--- src/design/msc_pkg.sv ---
// Shared types, constants and clamp helpers for the modulation source combiner.
package msc_pkg;

    localparam int MAX_SOURCES_DEF = 4;

    localparam int RAW_W      = 17;
    localparam int GAIN_W     = 18;
    localparam int PROD_W     = RAW_W + GAIN_W - 1;
    localparam int TERM_W     = 15;
    localparam int VALUE_W    = 14;
    localparam int COUNT_W    = 3;
    localparam int MASK_W     = 4;
    localparam int MODES_W    = 16;
    localparam int MODE_W     = 4;
    localparam int CFG_IDX_W  = 3;
    localparam int CFG_DATA_W = 18;
    localparam int SCALE_SHIFT = 15;

    localparam logic [VALUE_W-1:0] CENTER  = 14'h2000;
    localparam logic [VALUE_W-1:0] UNI_MAX = 14'h3FFF;
    localparam logic signed [GAIN_W-1:0] GAIN_UNITY = 18'sh10000;

    // Register indexes of the configuration port.
    localparam logic [CFG_IDX_W-1:0] CFG_SOURCE_COUNT  = 3'd0;
    localparam logic [CFG_IDX_W-1:0] CFG_BIPOLAR_MASK  = 3'd1;
    localparam logic [CFG_IDX_W-1:0] CFG_COMBINE_MODES = 3'd2;
    localparam logic [CFG_IDX_W-1:0] CFG_SCALE_ZERO    = 3'd3;
    localparam logic [CFG_IDX_W-1:0] CFG_SCALE_ONE     = 3'd4;
    localparam logic [CFG_IDX_W-1:0] CFG_SCALE_TWO     = 3'd5;
    localparam logic [CFG_IDX_W-1:0] CFG_SCALE_THREE   = 3'd6;

    // Combine modes; every other code keeps the running value.
    localparam logic [MODE_W-1:0] MODE_SET = 4'd0;
    localparam logic [MODE_W-1:0] MODE_ADD = 4'd1;
    localparam logic [MODE_W-1:0] MODE_MUL = 4'd2;
    localparam logic [MODE_W-1:0] MODE_SUB = 4'd3;

    // Running value and its bipolar flag, handed from one combine stage to the next.
    typedef struct packed {
        logic               bipolar;
        logic [VALUE_W-1:0] value;
    } acc_t;

    // Clamp to -0x2000..0x1FFF and move onto the 0x2000 centre.
    function automatic logic [VALUE_W-1:0] clamp_bip(input logic signed [31:0] r);
        logic [VALUE_W-1:0] res;
        if (r < -32'sd8192) begin
            res = '0;
        end else if (r > 32'sd8191) begin
            res = UNI_MAX;
        end else begin
            res = r[VALUE_W-1:0] + CENTER;
        end
        return res;
    endfunction

    // Clamp to 0..0x3FFF.
    function automatic logic [VALUE_W-1:0] clamp_uni(input logic signed [31:0] r);
        logic [VALUE_W-1:0] res;
        if (r < 32'sd0) begin
            res = '0;
        end else if (r > 32'sd16383) begin
            res = UNI_MAX;
        end else begin
            res = r[VALUE_W-1:0];
        end
        return res;
    endfunction

endpackage

--- src/design/msc_scale.sv ---
// One scaling lane: gain multiply in the first stage, shift and clamp in the second.
module msc_scale
    import msc_pkg::*;
(
    input  logic                     clk,
    input  logic                     load_prod,
    input  logic                     load_term,
    input  logic signed [RAW_W-1:0]  raw,
    input  logic signed [GAIN_W-1:0] gain,
    input  logic                     bipolar,
    output logic signed [TERM_W-1:0] term
);

    logic signed [GAIN_W-2:0] gain_half;
    logic signed [PROD_W-1:0] prod_reg;
    logic signed [PROD_W-1:0] prod_next;
    logic signed [PROD_W-1:0] shifted;
    logic signed [TERM_W-1:0] term_reg;
    logic signed [TERM_W-1:0] term_next;

    // The gain is halved with a floor before the product is taken.
    assign gain_half = gain[GAIN_W-1:1];
    assign prod_next = raw * gain_half;

    always_ff @(posedge clk) begin
        if (load_prod) begin
            prod_reg <= prod_next;
        end
    end

    assign shifted = prod_reg >>> SCALE_SHIFT;

    always_comb begin
        if (bipolar) begin
            if (shifted < -34'sd8192) begin
                term_next = -15'sd8192;
            end else if (shifted > 34'sd8191) begin
                term_next = 15'sd8191;
            end else begin
                term_next = shifted[TERM_W-1:0];
            end
        end else begin
            // A negative unipolar term is held at zero.
            if (shifted < 34'sd0) begin
                term_next = '0;
            end else if (shifted > 34'sd16383) begin
                term_next = 15'sd16383;
            end else begin
                term_next = shifted[TERM_W-1:0];
            end
        end
    end

    always_ff @(posedge clk) begin
        if (load_term) begin
            term_reg <= term_next;
        end
    end

    assign term = term_reg;

endmodule

--- config.mk ---
export PLATFORM = sky130hd
export DESIGN_NAME = msc_scale
export DESIGN_NICKNAME = d
export VERILOG_FILES = /design/src/design/msc_pkg.sv /design/src/design/msc_scale.sv
export SDC_FILE = /design/constraint.sdc
export NUM_CORES = 1
export LEC_CHECK = 0
export ABC_AREA = 1
export BUFFER_PORTS_ARGS = -buffer_cell sky130_fd_sc_hd__buf_2
export CORE_MARGIN = 8
export CORE_UTILIZATION = 60
export CTS_CLUSTER_SIZE = 28
export DETAILED_ROUTE_END_ITERATION = 10
export GPL_TIMING_DRIVEN = 0
export PLACE_DENSITY = 0.87
export SLEW_MARGIN = 20
export SYNTH_ARGS = -nofsm -noshare
export SYNTH_HDL_FRONTEND = slang
export SYNTH_SLANG_ARGS = --single-unit
--- constraint.sdc ---
create_clock -name clk -period 11 [get_ports clk]
set_clock_uncertainty 0.2 [all_clocks]
set_input_delay 1.1 -clock clk [delete_from_list [all_inputs] [get_ports clk]]
set_output_delay 1.1 -clock clk [all_outputs]
set_load 0.01 [all_outputs]
==> metrics.md <==
| Metric | Value |
|---|---|
| Outcome | `completed` |
| Synth warn | `0` |
| Clock transition at path regs | `50 ps` |
| Area leader, netlist | `fa_1` |
| Dpl ws | `3210 ps` |
| P&R area growth vs syn | `4.63%` |
| Final min period | `7590 ps` |
| Number of global-route vias before repair | `11300` |
| Total Die Area | `0.0267 mm^2` |
| Max Fanout on Critical Path | `10` |
| Total Nets Final | `2139` |
| Layout cell share with drive strength beyond 1 | `2.38%` |
| Top delay family on crit path | `adder cells` |
| Met1 wire length | `12300 um` |
| First DRT Iteration DRCs | `841` |
| GR Util All Layers | `a little over a quarter` |
| Netlist cell types | `30` |
| Worst endpoint data arrival time | `7410 ps` |
| Slowest cell on crit path | `fa_1` |
| Die Span X | `164 um` |
| Register area share after synthesis | `a little under 8%` |
| Setup bufs post-CTS | `0` |
| Slew Viols, Final | `0` |
| Final hold viol count | `0` |
| Commonest non-fill, non-tap cell in the layout | `inv_1` |
| I/O Pins | `54` |
| Maxcap violations | `0` |
| RSZ-0062 raised after global routing | `no` |
| Tightest Hold Check Type | `reg2reg` |
| Placed Instances | `1997` |
| Worst-Skew Late Latency | `between 200 and 300 ps` |
| Starting Density | `60.4%` |
| Cell Rows | `54` |
| Post-route setup slack | `roughly 3400 ps` |
| Initial antenna violation count | `0` |
| Vias/cell | `5.30` |
| DR WL met3 | `approximately 2500 um` |
| Slew HR | `51.0%` |
| DRC violations left | `0` |
| Mean post-synth cell area | `7.69 um^2` |
| Die Height | `164 um` |
| CTS H-tree depth | `2` |
| Critical path's most frequent cell | `fa_1` |
| Max stage delay on crit path | `790 ps` |
| Drt wl/cell | `16.5 um` |
| Yosys reg bits | `34` |
| Placer Congestion | `0.952` |
| Post-CTS resize count | `0` |
| Max Freq | `between 100 and 150 MHz` |
| Core box area | `0.0216 mm^2` |
| Cell Chain, Critical Path | `clkbuf_1, clkbuf_1, nand2_1, fa_1, inv_1, fa_1, fa_1, fa_1, fa_1, inv_1, fa_1, inv_1, ha_1, nand2_1, nor2_1, nand2_1, nor4_1, nand2_1, nand3_1, nand2_1` |
| Finished Layout Cells | `2004` |
| Syn Inst Count | `1698` |
| Via Count | `10600` |
| Sink Count | `34` |
| Detailed Place HPWL | `28500 um` |
| CTS hold repair buffers | `0` |
| Fin Setup TNS | `0 ps` |
| Syn Nets | `~2100` |
| Final ANT Viol Nets | `0` |
| Synthesized area | `0.0131 mm^2` |
| Num CTS Buffers | `5` |
| Synth area leaders | `fa_1 (45%), inv_1 (15%), nand2_1 (14%)` |
| DR WL met2 | `16300 um` |
| Worst EP required | `between 10000 and 15000 ps` |
| N_diodes | `0` |
| I/O Buffers | `19` |
| Largest net degree at the start of global routing | `20` |
| Root Buffer | `clkbuf_16` |
| Post-route clock period utilization | `between 60% and 70%` |
| Clock Path Buffers | `2` |
| Crit start category | `input pin` |
| CTS tree | `yes` |
| First-pass GRT wire length | `54600 um` |
| Share of the synthesized area in the top cell type | `45.2%` |
| GRT overflow | `0` |
| Top layer in use | `met4` |
| Crit end category | `flop` |
| DR pass1 iterations | `5` |
| Commonest cells after routing, fill and taps aside | `inv_1 (527), nand2_1 (481), fa_1 (295)` |
| Final Setup Violations | `0` |
| Worst Path Buf+Inv | `5` |
| Tightest Pin Transition | `~730 ps` |
| DRT Wirelength | `33000 um` |
| Crit Path Category | `in2reg` |
| Max reg flops | `19` |
## path summary, 6_finish.rpt
path	cells past startpoint	from	endpoint	slack, ps
max	20	gain[7]	prod_reg[28]$_DFFE_PP_	3410
min	2	prod_reg[20]$_DFFE_PP_	term[5]$_DFFE_PP_	360
max reg2reg	10	prod_reg[33]$_DFFE_PP_	term[12]$_DFFE_PP_	9120
min reg2reg	2	prod_reg[20]$_DFFE_PP_	term[5]$_DFFE_PP_	360
## tightest hold or removal path, stage by stage (launching register included)
cell      delay, ps
edfxtp_1        340
o21ai_1          70
nand2_1          50
## cell families (layout without fill, tap and decap cells)
family	Yosys count	in the layout	synth area share [%]
XOR/XNOR	11	11	0.738
AND/OR/NAND/NOR	603	603	18.1
flip-flops	34	34	7.82
buffers and inverters	601	627	17.4
adder cells (fa/ha/maj)	376	376	53.0
AO/OA/AOI/OAI	73	73	2.93
## cell type report
class	instances	area, um^2
multi-input cells	1063	9770
repair buffers	19	95.1
inverters	530	1990
clock buffers	5	125
well taps	280	350
clock inverters	2	33.8
flip-flops and latches	34	1020
fillers	1843	7960
plain buffers	71	282
## Yosys cell counts
cell / instances
or2_2: 5
a21o_1: 1
fa_1: 295
nor2_1: 62
nor3b_1: 1
nand2_1: 481
a21oi_1: 28
inv_2: 3
nor2_2: 1
nand3_1: 29
nand3b_1: 1
nand2_2: 4
and2_1: 1
nand4_1: 4
xor2_1: 7
o21a_1: 1
o21ai_1: 10
inv_1: 527
ha_1: 81
or2_1: 1
nor3_1: 10
nor4_1: 2
and3_1: 1
xnor2_1: 4
clkbuf_1: 68
buf_4: 2
o21bai_1: 5
o21ai_0: 28
edfxtp_1: 34
buf_6: 1
## stage by stage
step	hold slack (ps)	area [um^2]	utilization, %
global placement	345	13500	62.5
CTS	356	13700	63.2
global route	387	13700	63.2
detailed placement	348	13500	62.5
floorplan	322	13100	-
finish	358	13700	63.2
## metal layers
metal | GRT usage (%) | vias up
met5 | 0 | -
met4 | 13.9 | 0
met3 | 3.13 | 123
met2 | 45.0 | 462
met1 | 31.8 | 5236
li1 | - | 4807
Power is left out: the tool's default activity adds up to more than one toggle a clock period on the data nets, which glitch-free logic cannot reach.
