### src/design/msc_pkg.sv
// Shared types, constants and clamp helpers for the modulation source combiner.
package msc_pkg;

    localparam int MAX_SOURCES_DEF = 4;

    localparam int RAW_W      = 17;
    localparam int GAIN_W     = 18;
    localparam int PROD_W     = RAW_W + GAIN_W - 1;
    localparam int TERM_W     = 15;
    localparam int VALUE_W    = 14;
    localparam int COUNT_W    = 3;
    localparam int MASK_W     = 4;
    localparam int MODES_W    = 16;
    localparam int MODE_W     = 4;
    localparam int CFG_IDX_W  = 3;
    localparam int CFG_DATA_W = 18;
    localparam int SCALE_SHIFT = 15;

    localparam logic [VALUE_W-1:0] CENTER  = 14'h2000;
    localparam logic [VALUE_W-1:0] UNI_MAX = 14'h3FFF;
    localparam logic signed [GAIN_W-1:0] GAIN_UNITY = 18'sh10000;

    // Register indexes of the configuration port.
    localparam logic [CFG_IDX_W-1:0] CFG_SOURCE_COUNT  = 3'd0;
    localparam logic [CFG_IDX_W-1:0] CFG_BIPOLAR_MASK  = 3'd1;
    localparam logic [CFG_IDX_W-1:0] CFG_COMBINE_MODES = 3'd2;
    localparam logic [CFG_IDX_W-1:0] CFG_SCALE_ZERO    = 3'd3;
    localparam logic [CFG_IDX_W-1:0] CFG_SCALE_ONE     = 3'd4;
    localparam logic [CFG_IDX_W-1:0] CFG_SCALE_TWO     = 3'd5;
    localparam logic [CFG_IDX_W-1:0] CFG_SCALE_THREE   = 3'd6;

    // Combine modes; every other code keeps the running value.
    localparam logic [MODE_W-1:0] MODE_SET = 4'd0;
    localparam logic [MODE_W-1:0] MODE_ADD = 4'd1;
    localparam logic [MODE_W-1:0] MODE_MUL = 4'd2;
    localparam logic [MODE_W-1:0] MODE_SUB = 4'd3;

    // Running value and its bipolar flag, handed from one combine stage to the next.
    typedef struct packed {
        logic               bipolar;
        logic [VALUE_W-1:0] value;
    } acc_t;

    // Clamp to -0x2000..0x1FFF and move onto the 0x2000 centre.
    function automatic logic [VALUE_W-1:0] clamp_bip(input logic signed [31:0] r);
        logic [VALUE_W-1:0] res;
        if (r < -32'sd8192) begin
            res = '0;
        end else if (r > 32'sd8191) begin
            res = UNI_MAX;
        end else begin
            res = r[VALUE_W-1:0] + CENTER;
        end
        return res;
    endfunction

    // Clamp to 0..0x3FFF.
    function automatic logic [VALUE_W-1:0] clamp_uni(input logic signed [31:0] r);
        logic [VALUE_W-1:0] res;
        if (r < 32'sd0) begin
            res = '0;
        end else if (r > 32'sd16383) begin
            res = UNI_MAX;
        end else begin
            res = r[VALUE_W-1:0];
        end
        return res;
    endfunction

endpackage

### src/design/msc_combine.sv
// One combine stage: folds one scaled term into the running value.
module msc_combine
    import msc_pkg::*;
#(
    parameter int NUM_SRC = MAX_SOURCES_DEF
)
(
    input  logic                            clk,
    input  logic                            load,
    input  logic                            active,
    input  logic                            bipolar,
    input  logic [MODE_W-1:0]               mode,
    input  logic signed [TERM_W-1:0]        term,
    input  logic [NUM_SRC-1:0][TERM_W-1:0]  terms_in,
    input  acc_t                            acc_in,
    output logic [NUM_SRC-1:0][TERM_W-1:0]  terms_out,
    output acc_t                            acc_out
);

    logic signed [15:0] base;
    logic signed [16:0] sum_add;
    logic signed [16:0] sum_sub;
    logic signed [30:0] prod;
    logic signed [30:0] prod_sh;
    logic               mul_bip;
    acc_t               acc_next;
    acc_t               acc_reg;
    logic [NUM_SRC-1:0][TERM_W-1:0] terms_reg;

    // With a bipolar running value the arithmetic works on the offset from centre.
    always_comb begin
        if (acc_in.bipolar) begin
            base = $signed({2'b00, acc_in.value}) - 16'sh2000;
        end else begin
            base = $signed({2'b00, acc_in.value});
        end
    end

    assign sum_add = {base[15], base} + {{2{term[TERM_W-1]}}, term};
    assign sum_sub = {base[15], base} - {{2{term[TERM_W-1]}}, term};
    assign prod    = base * term;
    assign prod_sh = bipolar ? (prod >>> 13) : (prod >>> 14);
    assign mul_bip = bipolar | acc_in.bipolar;

    always_comb begin
        acc_next = acc_in;
        if (active) begin
            unique case (mode)
                MODE_SET: begin
                    acc_next.bipolar = bipolar;
                    acc_next.value   = bipolar ? (term[VALUE_W-1:0] + CENTER)
                                               : term[VALUE_W-1:0];
                end
                MODE_ADD: begin
                    acc_next.value = acc_in.bipolar ? clamp_bip(32'(sum_add))
                                                    : clamp_uni(32'(sum_add));
                end
                MODE_MUL: begin
                    acc_next.bipolar = mul_bip;
                    acc_next.value   = mul_bip ? clamp_bip(32'(prod_sh))
                                               : clamp_uni(32'(prod_sh));
                end
                MODE_SUB: begin
                    acc_next.value = acc_in.bipolar ? clamp_bip(32'(sum_sub))
                                                    : clamp_uni(32'(sum_sub));
                end
                default: begin
                    acc_next = acc_in;
                end
            endcase
        end
    end

    always_ff @(posedge clk) begin
        if (load) begin
            acc_reg   <= acc_next;
            terms_reg <= terms_in;
        end
    end

    assign acc_out   = acc_reg;
    assign terms_out = terms_reg;

endmodule

### config.mk
export PLATFORM = sky130hd
export DESIGN_NAME = msc_combine
export DESIGN_NICKNAME = d
export VERILOG_FILES = /design/src/design/msc_pkg.sv /design/src/design/msc_combine.sv
export SDC_FILE = /design/constraint.sdc
export NUM_CORES = 1
export LEC_CHECK = 0
export BUFFER_PORTS_ARGS = -buffer_cell sky130_fd_sc_hd__buf_2
export CORE_MARGIN = 2
export CORE_UTILIZATION = 35
export DETAILED_ROUTE_END_ITERATION = 8
export PLACE_DENSITY = 0.58
export SYNTH_ARGS = -nofsm -noshare
export SYNTH_HDL_FRONTEND = slang
export SYNTH_SLANG_ARGS = --single-unit
### constraint.sdc
create_clock -name clk -period 11.2 [get_ports clk]
set_input_delay 2.8 -clock clk [delete_from_list [all_inputs] [get_ports clk]]
set_output_delay 2.8 -clock clk [all_outputs]
set_load 0.01 [all_outputs]
==> load_flow_metrics.sql, run 1 <==
INSERT INTO impl_metrics (metric_group, metric, value, unit) VALUES
('cts', 'worst_setup_hold_path_clk_slew', '0.07', 'ns'),
('setup_path', 'cp-start-kind', 'primary input', ''),
('cts', 'cts_buffers', '9', ''),
('setup_path', 'setup.worst_path.end_class', 'register', ''),
('grt', 'grt_max_degree', '76', ''),
('setup_path', 'crit_fanout', '9', ''),
('logic_synthesis', 'synth_top_family_by_area', 'adder cells', ''),
('setup_path', 'cp.arrival', '10.14', 'ns'),
('logic_synthesis', 'post_synth_and_or_nand_nor_area_fraction', '16.1', '%'),
('sta', 'hold_viol', '0', ''),
('logic_synthesis', 'mappedNetlistNets', '2000', ''),
('grt', 'grt.overflow.total', '0', ''),
('sta', 'worst-slew-pin-transition', '0.958', 'ns'),
('floorplanning', 'design.portCount', '173', ''),
('floorplanning', 'die_y', '208', 'um'),
('detailed_routing', 'detail_route.iter0.violations', '760', ''),
('detailed_routing', 'drc', '0', ''),
('logic_synthesis', 'synth.avg_cell_area', '9.31', 'um2'),
('logic_synthesis', 'yosys-top-cells-area', 'sky130_fd_sc_hd__fa_1 (31%), sky130_fd_sc_hd__edfxtp_1 (15%), sky130_fd_sc_hd__ha_1 (9.5%)', ''),
('grt', 'first_global_vias', '12381', ''),
('logic_synthesis', 'edff_count_synth', '75', ''),
('setup_path', 'crit_path_leading_delay_family', 'adder cells', ''),
('cts', 'h-tree-depth', '3', ''),
('min_path', 'min_path_type', 'in -> reg', ''),
('setup_path', 'worstSetupPathType', 'in -> reg', ''),
('detailed_routing', 'drt-wirelength-per-cell', '19.1', 'um'),
('logic_synthesis', 'synth_top_area_share', '31.4', '%'),
('detailed_routing', 'detailedRoute.firstPassIterationCount', '5', ''),
('sta', 'setup-tns-final', '0', 'ns'),
('detailed_routing', 'via_count_of_the_routed_design', '11548', ''),
('detailed_routing', 'viasPerCell', '5.19', ''),
('logic_synthesis', 'proportion_of_synthesized_area_in_mux_cells', '0.834', '%'),
('logic_synthesis', 'synth_warnings', '0', ''),
('floorplanning', 'die-area', '43200', 'um2'),
('finish', 'number_of_diodes_added_for_antenna_fixing', '0', ''),
('sta', 'rsz0062_at_grt', 'no', ''),
('finish', 'post_route_cells_drive_above_1_share', '15.5', '%'),
('detailed_routing', 'postRouteAntennaNets', '0', ''),
('grt', 'grt_first_pass_wirelength', '68000', 'um'),
('cts', 'cts_post_setup_buffers_inserted', '0', ''),
('cts', 'cts_hold_repair.buffers', '0', ''),
('grt', 'antenna_found_initial', '1', ''),
('run_status', 'status', 'completed', ''),
('logic_synthesis', 'synthAdderAreaFrac', '40.9', '%'),
('logic_synthesis', 'mappedNetlistArea', '14500', 'um2'),
('setup_path', 'critical_path_buf_inv_count', '7', ''),
('placement', 'place.port_buffers', '172', ''),
('placement', 'gp_congestion', '0.930', ''),
('sta', 'finalSetupViolCount', '0', ''),
('setup_path', 'timing.critical_path.required', '11.25', 'ns'),
('logic_synthesis', 'ys_seq_elements', '75', ''),
('floorplanning', 'coreArea', '40900', 'um2'),
('grt', 'groute.usage.overall', '19.8', '%'),
('floorplanning', 'die-width', '208', 'um'),
('logic_synthesis', 'synth_async_reset_ratio', '0', '%'),
('cts', 'clockRootBuffer', 'sky130_fd_sc_hd__clkbuf_16', ''),
('finish', 'areaGrowthSynthToFinish', '10.7', '%'),
('sta', 'timing.final.crit_period', '10.09', 'ns'),
('logic_synthesis', 'synthCells', '1563', ''),
('sta', 'period_share', '90.1', '%'),
('logic_synthesis', 'synth-xor-area-share', '2.35', '%'),
('logic_synthesis', 'yosys.area.top_type', 'sky130_fd_sc_hd__fa_1', ''),
('sta', 'fmax', '99.1', 'MHz'),
('floorplanning', 'rows', '74', ''),
('detailed_routing', 'drt_wl_total', '42400', 'um'),
('placement', 'detailedPlacementHpwl', '34000', 'um'),
('setup_path', 'cpPeakStageDelay', '0.55', 'ns'),
('logic_synthesis', 'synth-seq-area-share', '15.5', '%'),
('cts', 'ctsResizeCount', '0', ''),
('cts', 'clk_path_buf_depth', '2', ''),
('logic_synthesis', 'synth_compound_gate_area_share', '14.2', '%'),
('finish', 'nNetsFinal', '2123', ''),
('cts', 'tritoncts_num_sinks', '75', ''),
('setup_path', 'critical-path-slowest-cell', 'sky130_fd_sc_hd__fa_1', ''),
('floorplanning', 'floorplan.initialDensity', '35.5', '%'),
('logic_synthesis', 'dominantRegCellSynth', 'sky130_fd_sc_hd__edfxtp_1', ''),
('sta', 'timing.final.max_slew_violations', '0', ''),
('cts', 'clock_tree_from_tritoncts', 'done', ''),
('logic_synthesis', 'yosysUniqueCellTypes', '94', ''),
('sta', 'slew-limit-headroom', '36.1', '%'),
('run', 'timing.max_cap.violations', '0', '');
[worst paths after layout]
check,startpoint,endpoint,cells after the start
max,acc_in[13],acc_out[13],25
min,terms_in[7],terms_out[7],1
[cell usage after synthesis (4+ instances only)]
cell	number
sky130_fd_sc_hd__buf_6	7
sky130_fd_sc_hd__ha_1	111
sky130_fd_sc_hd__o21ai_1	7
sky130_fd_sc_hd__fa_1	228
sky130_fd_sc_hd__o211ai_1	8
sky130_fd_sc_hd__nor3_1	19
sky130_fd_sc_hd__a221oi_1	5
sky130_fd_sc_hd__a31oi_1	10
sky130_fd_sc_hd__clkbuf_1	39
sky130_fd_sc_hd__xnor2_1	27
sky130_fd_sc_hd__o32a_1	12
sky130_fd_sc_hd__a21oi_2	13
sky130_fd_sc_hd__and2_1	82
sky130_fd_sc_hd__o21ai_0	35
sky130_fd_sc_hd__inv_1	298
sky130_fd_sc_hd__a311oi_1	5
sky130_fd_sc_hd__or2_2	7
sky130_fd_sc_hd__a211oi_1	9
sky130_fd_sc_hd__o31ai_1	6
sky130_fd_sc_hd__a21oi_1	69
sky130_fd_sc_hd__nand3_1	29
sky130_fd_sc_hd__nor2b_1	9
sky130_fd_sc_hd__and3_1	12
sky130_fd_sc_hd__buf_2	16
sky130_fd_sc_hd__o211a_1	5
sky130_fd_sc_hd__o21a_1	11
sky130_fd_sc_hd__mux2i_1	11
sky130_fd_sc_hd__nand2b_1	11
sky130_fd_sc_hd__xor2_1	12
sky130_fd_sc_hd__a21o_1	10
sky130_fd_sc_hd__a2111oi_4	4
sky130_fd_sc_hd__nor2_1	84
sky130_fd_sc_hd__a211o_1	5
sky130_fd_sc_hd__nand2_1	162
sky130_fd_sc_hd__nand4_1	15
sky130_fd_sc_hd__edfxtp_1	75
sky130_fd_sc_hd__nor4_1	5
[logic make-up (layout without fill, tap and decap cells)]
family,Yosys count,in the layout
multiplexers,12,12
flip-flops,75,75
XOR/XNOR,39,39
AND/OR/NAND/NOR,464,464
AO/OA/AOI/OAI,267,267
adder cells (fa/ha/maj),339,339
buffers and inverters,367,495
[sequential cells by signal, summed over array words and instances (netlist names)]
| register | cells |
|---|---|
| terms_out | 60 |
| acc_out | 15 |
[routing by layer]
layer  wire (um)  global-route usage, %
met4        1640                   6.85
met2       20500                   34.7
met3        2200                   2.19
met5          13                      0
met1       18100                   25.4
[placed cells by master (no fill, tap or decap), types with 6 or more instances in the layout]
master                      Yosys  routed
sky130_fd_sc_hd__a211oi_1       9       9
sky130_fd_sc_hd__a21o_1        10      10
sky130_fd_sc_hd__a21oi_1       69      69
sky130_fd_sc_hd__a21oi_2       13      13
sky130_fd_sc_hd__a31oi_1       10      10
sky130_fd_sc_hd__and2_1        82      82
sky130_fd_sc_hd__and3_1        12      12
sky130_fd_sc_hd__buf_2         16     171
sky130_fd_sc_hd__buf_4          2       9
sky130_fd_sc_hd__clkbuf_16      0       9
sky130_fd_sc_hd__edfxtp_1      75      75
sky130_fd_sc_hd__fa_1         228     228
sky130_fd_sc_hd__ha_1         111     111
sky130_fd_sc_hd__inv_1        298     298
sky130_fd_sc_hd__mux2i_1       11      11
sky130_fd_sc_hd__nand2_1      162     162
sky130_fd_sc_hd__nand2b_1      11      11
sky130_fd_sc_hd__nand3_1       29      29
sky130_fd_sc_hd__nand4_1       15      15
sky130_fd_sc_hd__nor2_1        84      84
sky130_fd_sc_hd__nor2b_1        9       9
sky130_fd_sc_hd__nor3_1        19      19
sky130_fd_sc_hd__o211ai_1       8       8
sky130_fd_sc_hd__o21a_1        11      11
sky130_fd_sc_hd__o21ai_0       35      35
sky130_fd_sc_hd__o21ai_1        7       7
sky130_fd_sc_hd__o31ai_1        6       6
sky130_fd_sc_hd__o32a_1        12      12
sky130_fd_sc_hd__or2_2          7       7
sky130_fd_sc_hd__xnor2_1       27      27
sky130_fd_sc_hd__xor2_1        12      12
[stage by stage]
stage	cells	utilization (%)	cell area [um2]	setup WS [ns]	hold slack [ns]
floorplan	1563	-	14500	1.57	2.90
global placement	2207	38.6	15800	0.807	2.98
detailed placement	2207	38.6	15800	0.741	2.98
CTS	2223	39.3	16100	1.09	2.63
global route	2223	39.3	16100	0.621	2.62
finish	2223	39.3	16100	1.11	2.63
[cell type report]
type                            instances  area [um2]
Clock buffer                            9         225
Clock inverter                          7        83.8
Fill cell                            4175       24800
Inverter                              299        1120
Multi-Input combinational cell       1121       10800
Sequential cell                        75        2250
Tap cell                              532         666
Timing Repair Buffer                  180         923
Power of run 1 is left out: the tool's default activity adds up to more than one toggle a clock period on the data nets, which glitch-free logic cannot reach.
==> run 2, diff against run 1 <==
- BUFFER_PORTS_ARGS: -buffer_cell sky130_fd_sc_hd__buf_2 -> unset
- DONT_BUFFER_PORTS: unset -> 1
- PLACE_DENSITY: 0.58 -> 0.54
==> load_flow_metrics.sql, run 2 (same netlist as run 1, synthesis figures left out) <==
INSERT INTO impl_metrics (metric_group, metric, value, unit) VALUES
('sta', 'slew-limit-headroom', '40.1', '%'),
('detailed_routing', 'drt_wl_total', '43000', 'um'),
('setup_path', 'cp-start-kind', 'primary input', ''),
('setup_path', 'timing.critical_path.required', '11.29', 'ns'),
('run_status', 'status', 'completed', ''),
('finish', 'post_route_cells_drive_above_1_share', '5.55', '%'),
('floorplanning', 'floorplan.initialDensity', '35.5', '%'),
('sta', 'setup-tns-final', '0', 'ns'),
('floorplanning', 'rows', '74', ''),
('cts', 'cts_hold_repair.buffers', '0', ''),
('setup_path', 'cp.arrival', '10.27', 'ns'),
('finish', 'multi_input_comb_area', '10800', 'um2'),
('min_path', 'hold_path_startpoint', 'terms_in[12]', ''),
('sta', 'worst-slew-pin-transition', '0.887', 'ns'),
('sta', 'fmax', '98.2', 'MHz'),
('detailed_routing', 'detail_route.iter0.violations', '775', ''),
('cts', 'worst_setup_hold_path_clk_slew', '0.07', 'ns'),
('cts', 'h-tree-depth', '3', ''),
('cts', 'cts_buffers', '9', ''),
('detailed_routing', 'drt-wirelength-per-cell', '21.0', 'um'),
('setup_path', 'worst_setup_path_startpoint', 'acc_in[13]', ''),
('setup_path', 'crit_chain', 'inv_1 -> ha_1 -> inv_1 -> nor2_1 -> fa_1 -> inv_1 -> fa_1 -> inv_1 -> fa_1 -> fa_1 -> fa_1 -> inv_1 -> fa_1 -> inv_1 -> ha_1 -> and3_1 -> a221oi_2 -> o21ai_1 -> a21o_1 -> nor3_2 -> a2111oi_4 -> a22oi_4 -> a21oi_1 -> o32a_1', ''),
('setup_path', 'cpPeakStageDelay', '0.56', 'ns'),
('detailed_routing', 'postRouteAntennaNets', '0', ''),
('finish', 'layout_commonest_cell', 'sky130_fd_sc_hd__inv_1', ''),
('placement', 'detailedPlacementHpwl', '34000', 'um'),
('finish', 'sequential_cell_area', '2250', 'um2'),
('floorplanning', 'design.portCount', '173', ''),
('sta', 'hold_viol', '0', ''),
('detailed_routing', 'drc', '0', ''),
('finish', 'nNetsFinal', '1946', ''),
('finish', 'most-common-layout-cells', 'sky130_fd_sc_hd__inv_1 (298), sky130_fd_sc_hd__fa_1 (228), sky130_fd_sc_hd__nand2_1 (162), sky130_fd_sc_hd__ha_1 (111), sky130_fd_sc_hd__nor2_1 (84)', ''),
('sta', 'timing.final.crit_period', '10.18', 'ns'),
('min_path', 'hold_depth', '0', ''),
('sta', 'finalSetupViolCount', '0', ''),
('detailed_routing', 'via_count_of_the_routed_design', '10978', ''),
('cts', 'cts_post_setup_buffers_inserted', '0', ''),
('grt', 'grt_max_degree', '76', ''),
('finish', 'areaGrowthSynthToFinish', '4.26', '%'),
('finish', 'number_of_diodes_added_for_antenna_fixing', '0', ''),
('grt', 'groute.usage.overall', '20.2', '%'),
('min_path', 'hold_end', 'terms_out[12]', ''),
('sta', 'period_share', '90.9', '%'),
('setup_path', 'critical-path-slowest-cell', 'sky130_fd_sc_hd__fa_1', ''),
('cts', 'clock_tree_from_tritoncts', 'done', ''),
('run', 'timing.max_cap.violations', '0', ''),
('setup_path', 'crit_fanout', '13', ''),
('placement', 'place.port_buffers', '0', ''),
('cts', 'ctsResizeCount', '0', ''),
('cts', 'clockRootBuffer', 'sky130_fd_sc_hd__clkbuf_16', ''),
('floorplanning', 'die-width', '208', 'um'),
('sta', 'timing.final.max_slew_violations', '0', ''),
('grt', 'grt.overflow.total', '0', ''),
('cts', 'clk_path_buf_depth', '2', ''),
('setup_path', 'setup.worst_path.end_class', 'register', ''),
('detailed_routing', 'detailedRoute.firstPassIterationCount', '5', ''),
('floorplanning', 'die_y', '208', 'um'),
('min_path', 'min_path_type', 'in -> reg', ''),
('placement', 'gp_congestion', '0.874', ''),
('finish', 'largest_register_ffs', '60', ''),
('finish', 'layout.filler_cells', '4164', ''),
('setup_path', 'worstSetupPathType', 'in -> reg', ''),
('grt', 'first_global_vias', '11633', ''),
('grt', 'antenna_found_initial', '0', ''),
('floorplanning', 'coreArea', '40900', 'um2'),
('sta', 'rsz0062_at_grt', 'no', ''),
('cts', 'tritoncts_num_sinks', '75', ''),
('floorplanning', 'die-area', '43200', 'um2'),
('grt', 'grt_first_pass_wirelength', '68200', 'um'),
('detailed_routing', 'viasPerCell', '5.37', '');
==> run 2: worst max-delay path by stage <==
stage / end / slack (ns) / cells after the start
floorplan: acc_out[6] / 1.57 / 27
global placement: acc_out[1] / 0.80 / 24
detailed placement: acc_out[2] / 0.59 / 24
CTS: acc_out[2] / 0.95 / 24
global route: acc_out[2] / 0.48 / 24
finish: acc_out[2] / 1.02 / 24
==> run 2: per-stage QoR <==
stage                     util (%)  area, um2  worst slack (ns)  std cells  hold slack [ns]
after floorplan                  -      14500              1.57       1563             2.90
after global placement        36.4      14900             0.795       2030             2.90
after detailed placement      36.4      14900             0.594       2030             2.90
after CTS                     37.1      15200             0.949       2046             2.54
after global routing          37.1      15200             0.476       2046             2.54
final                         37.1      15200              1.02       2046             2.55
==> run 2: final cells by class <==
| type | instances | area share (%) |
|---|---|---|
| multi-input combinational | 1121 | 71.4 |
| sequential | 75 | 14.9 |
| inverter | 299 | 7.40 |
| tap | 532 | 4.39 |
| clock buffer | 9 | 1.49 |
| clock inverter | 7 | 0.347 |
| timing repair buffer | 3 | 0.149 |
==> run 2: routing by layer <==
metal | GRT usage (%) | vias to the layer above | routed length (um)
li1 | - | 5001 | -
met1 | 26.1 | 5571 | 18300
met2 | 35.6 | 350 | 21500
met3 | 2.60 | 56 | 2260
met4 | 4.92 | 0 | 891
met5 | 0 | - | 0
==> run 2: worst max-delay path: cells and delay by family <==
kind / cells / cell delay [ns]
AND/OR/NAND/NOR: 3 / 0.88
AO/OA/AOI/OAI: 7 / 1.74
adder cells (fa/ha/maj): 8 / 3.95
buffers and inverters: 6 / 0.91
Power of run 2 is left out for the same reason.
==> run 3, diff against run 2 <==
- clock period: 11.2 -> 11.3 ns (I/O delays scaled with it)
==> load_flow_metrics.sql, run 3 (same netlist as run 1, synthesis figures left out) <==
INSERT INTO impl_metrics (metric_group, metric, value, unit) VALUES
('run_status', 'status', 'completed', ''),
('finish', 'layout_commonest_cell', 'sky130_fd_sc_hd__inv_1', ''),
('setup_path', 'cp.arrival', '10.33', 'ns'),
('detailed_routing', 'detailedRoute.firstPassIterationCount', '5', ''),
('finish', 'nNetsFinal', '1946', ''),
('floorplanning', 'die-area', '43200', 'um2'),
('floorplanning', 'rows', '74', ''),
('sta', 'slew-limit-headroom', '42.0', '%'),
('placement', 'gp_congestion', '0.870', ''),
('cts', 'cts_buffers', '9', ''),
('detailed_routing', 'drt-wirelength-per-cell', '20.9', 'um'),
('sta', 'fmax', '97.7', 'MHz'),
('floorplanning', 'coreArea', '40900', 'um2'),
('min_path', 'hold_end', 'terms_out[38]', ''),
('finish', 'number_of_diodes_added_for_antenna_fixing', '0', ''),
('finish', 'layout.filler_cells', '4198', ''),
('placement', 'place.port_buffers', '0', ''),
('grt', 'antenna_found_initial', '0', ''),
('setup_path', 'cpPeakStageDelay', '0.56', 'ns'),
('detailed_routing', 'viasPerCell', '5.38', ''),
('setup_path', 'crit_path_leading_delay_family', 'adder cells', ''),
('grt', 'grt_max_degree', '76', ''),
('finish', 'largest_register_ffs', '60', ''),
('run', 'timing.max_cap.violations', '0', ''),
('grt', 'grt.overflow.total', '0', ''),
('sta', 'rsz0062_at_grt', 'no', ''),
('setup_path', 'critical_path_buf_inv_count', '6', ''),
('cts', 'worst_setup_hold_path_clk_slew', '0.06', 'ns'),
('setup_path', 'crit_chain', 'inv_1 -> ha_1 -> inv_1 -> nor2_1 -> fa_1 -> inv_1 -> fa_1 -> inv_1 -> fa_1 -> fa_1 -> fa_1 -> inv_1 -> fa_1 -> inv_1 -> ha_1 -> and3_1 -> a221oi_2 -> o21ai_1 -> a21o_1 -> nor3_2 -> a2111oi_4 -> a22oi_4 -> a21oi_1 -> o32a_1', ''),
('finish', 'post_route_cells_drive_above_1_share', '5.61', '%'),
('sta', 'period_share', '90.6', '%'),
('setup_path', 'cp-start-kind', 'primary input', ''),
('sta', 'timing.final.max_slew_violations', '0', ''),
('cts', 'ctsResizeCount', '0', ''),
('detailed_routing', 'drc', '0', ''),
('floorplanning', 'design.portCount', '173', ''),
('finish', 'areaGrowthSynthToFinish', '4.29', '%'),
('setup_path', 'worstSetupPathType', 'in -> reg', ''),
('cts', 'cts_post_setup_buffers_inserted', '0', ''),
('detailed_routing', 'postRouteAntennaNets', '0', ''),
('placement', 'detailedPlacementHpwl', '34000', 'um'),
('grt', 'first_global_vias', '11600', ''),
('sta', 'finalSetupViolCount', '0', ''),
('setup_path', 'crit_fanout', '13', ''),
('min_path', 'hold_path_startpoint', 'terms_in[38]', ''),
('cts', 'clk_path_buf_depth', '2', ''),
('floorplanning', 'floorplan.initialDensity', '35.5', '%'),
('finish', 'finish.instance_area', '15200', 'um2'),
('detailed_routing', 'detail_route.iter0.violations', '728', ''),
('cts', 'clockRootBuffer', 'sky130_fd_sc_hd__clkbuf_16', ''),
('cts', 'tritoncts_num_sinks', '75', ''),
('cts', 'clock_tree_from_tritoncts', 'done', ''),
('grt', 'groute.usage.overall', '19.9', '%'),
('floorplanning', 'die_y', '208', 'um'),
('sta', 'timing.final.crit_period', '10.24', 'ns'),
('setup_path', 'timing.critical_path.required', '11.40', 'ns'),
('sta', 'hold_viol', '0', ''),
('setup_path', 'critical-path-slowest-cell', 'sky130_fd_sc_hd__fa_1', ''),
('cts', 'cts_hold_repair.buffers', '0', ''),
('min_path', 'min_path_type', 'in -> reg', ''),
('detailed_routing', 'via_count_of_the_routed_design', '11006', ''),
('placement', 'placed_area', '14900', 'um2'),
('floorplanning', 'die-width', '208', 'um'),
('detailed_routing', 'drt_wl_total', '42700', 'um'),
('sta', 'worst-slew-pin-transition', '0.870', 'ns'),
('finish', 'most-common-layout-cells', 'sky130_fd_sc_hd__inv_1 (298), sky130_fd_sc_hd__fa_1 (228), sky130_fd_sc_hd__nand2_1 (162), sky130_fd_sc_hd__ha_1 (111), sky130_fd_sc_hd__nor2_1 (84)', ''),
('cts', 'h-tree-depth', '3', ''),
('grt', 'grt_first_pass_wirelength', '67500', 'um'),
('min_path', 'hold_depth', '0', ''),
('sta', 'setup-tns-final', '0', 'ns'),
('setup_path', 'setup.worst_path.end_class', 'register', ''),
('sta', 'hold-worst-slack', '2.57', 'ns');
-- run 3: cell type report --
class,count,area [um2],area share [%]
multi-input combinational,1121,10800,71.4
sequential,75,2250,14.8
inverter,299,1120,7.40
tap,532,666,4.39
clock buffer,9,225,1.48
clock inverter,7,57.6,0.379
timing repair buffer,3,22.5,0.148
-- run 3: through the flow --
step	worst slack (ns)	cells	utilization [%]
3_3_place_gp	0.871	2030	36.4
6_report	1.06	2046	37.1
3_5_place_dp	0.643	2030	36.4
4_1_cts	1.00	2046	37.1
5_1_grt	0.517	2046	37.1
2_1_floorplan	1.64	1563	-
-- run 3: how the worst max path moves through the flow --
stage / startpoint / to / slack (ns) / depth (start not counted)
6_report: acc_in[13] / acc_out[2] / 1.06 / 24
2_1_floorplan: acc_in[13] / acc_out[6] / 1.64 / 27
3_3_place_gp: acc_in[13] / acc_out[1] / 0.87 / 24
4_1_cts: acc_in[13] / acc_out[2] / 1.00 / 24
5_1_grt: acc_in[13] / acc_out[1] / 0.52 / 24
3_5_place_dp: acc_in[13] / acc_out[1] / 0.64 / 24
-- run 3: per-layer routing --
metal	vias to the layer above	wire length, um	GRT usage, %
li1	4988	-	-
met1	5667	18500	26.1
met2	319	21500	35.6
met3	32	2130	2.42
met4	0	565	3.42
met5	-	0	0
Power of run 3 is left out for the same reason.
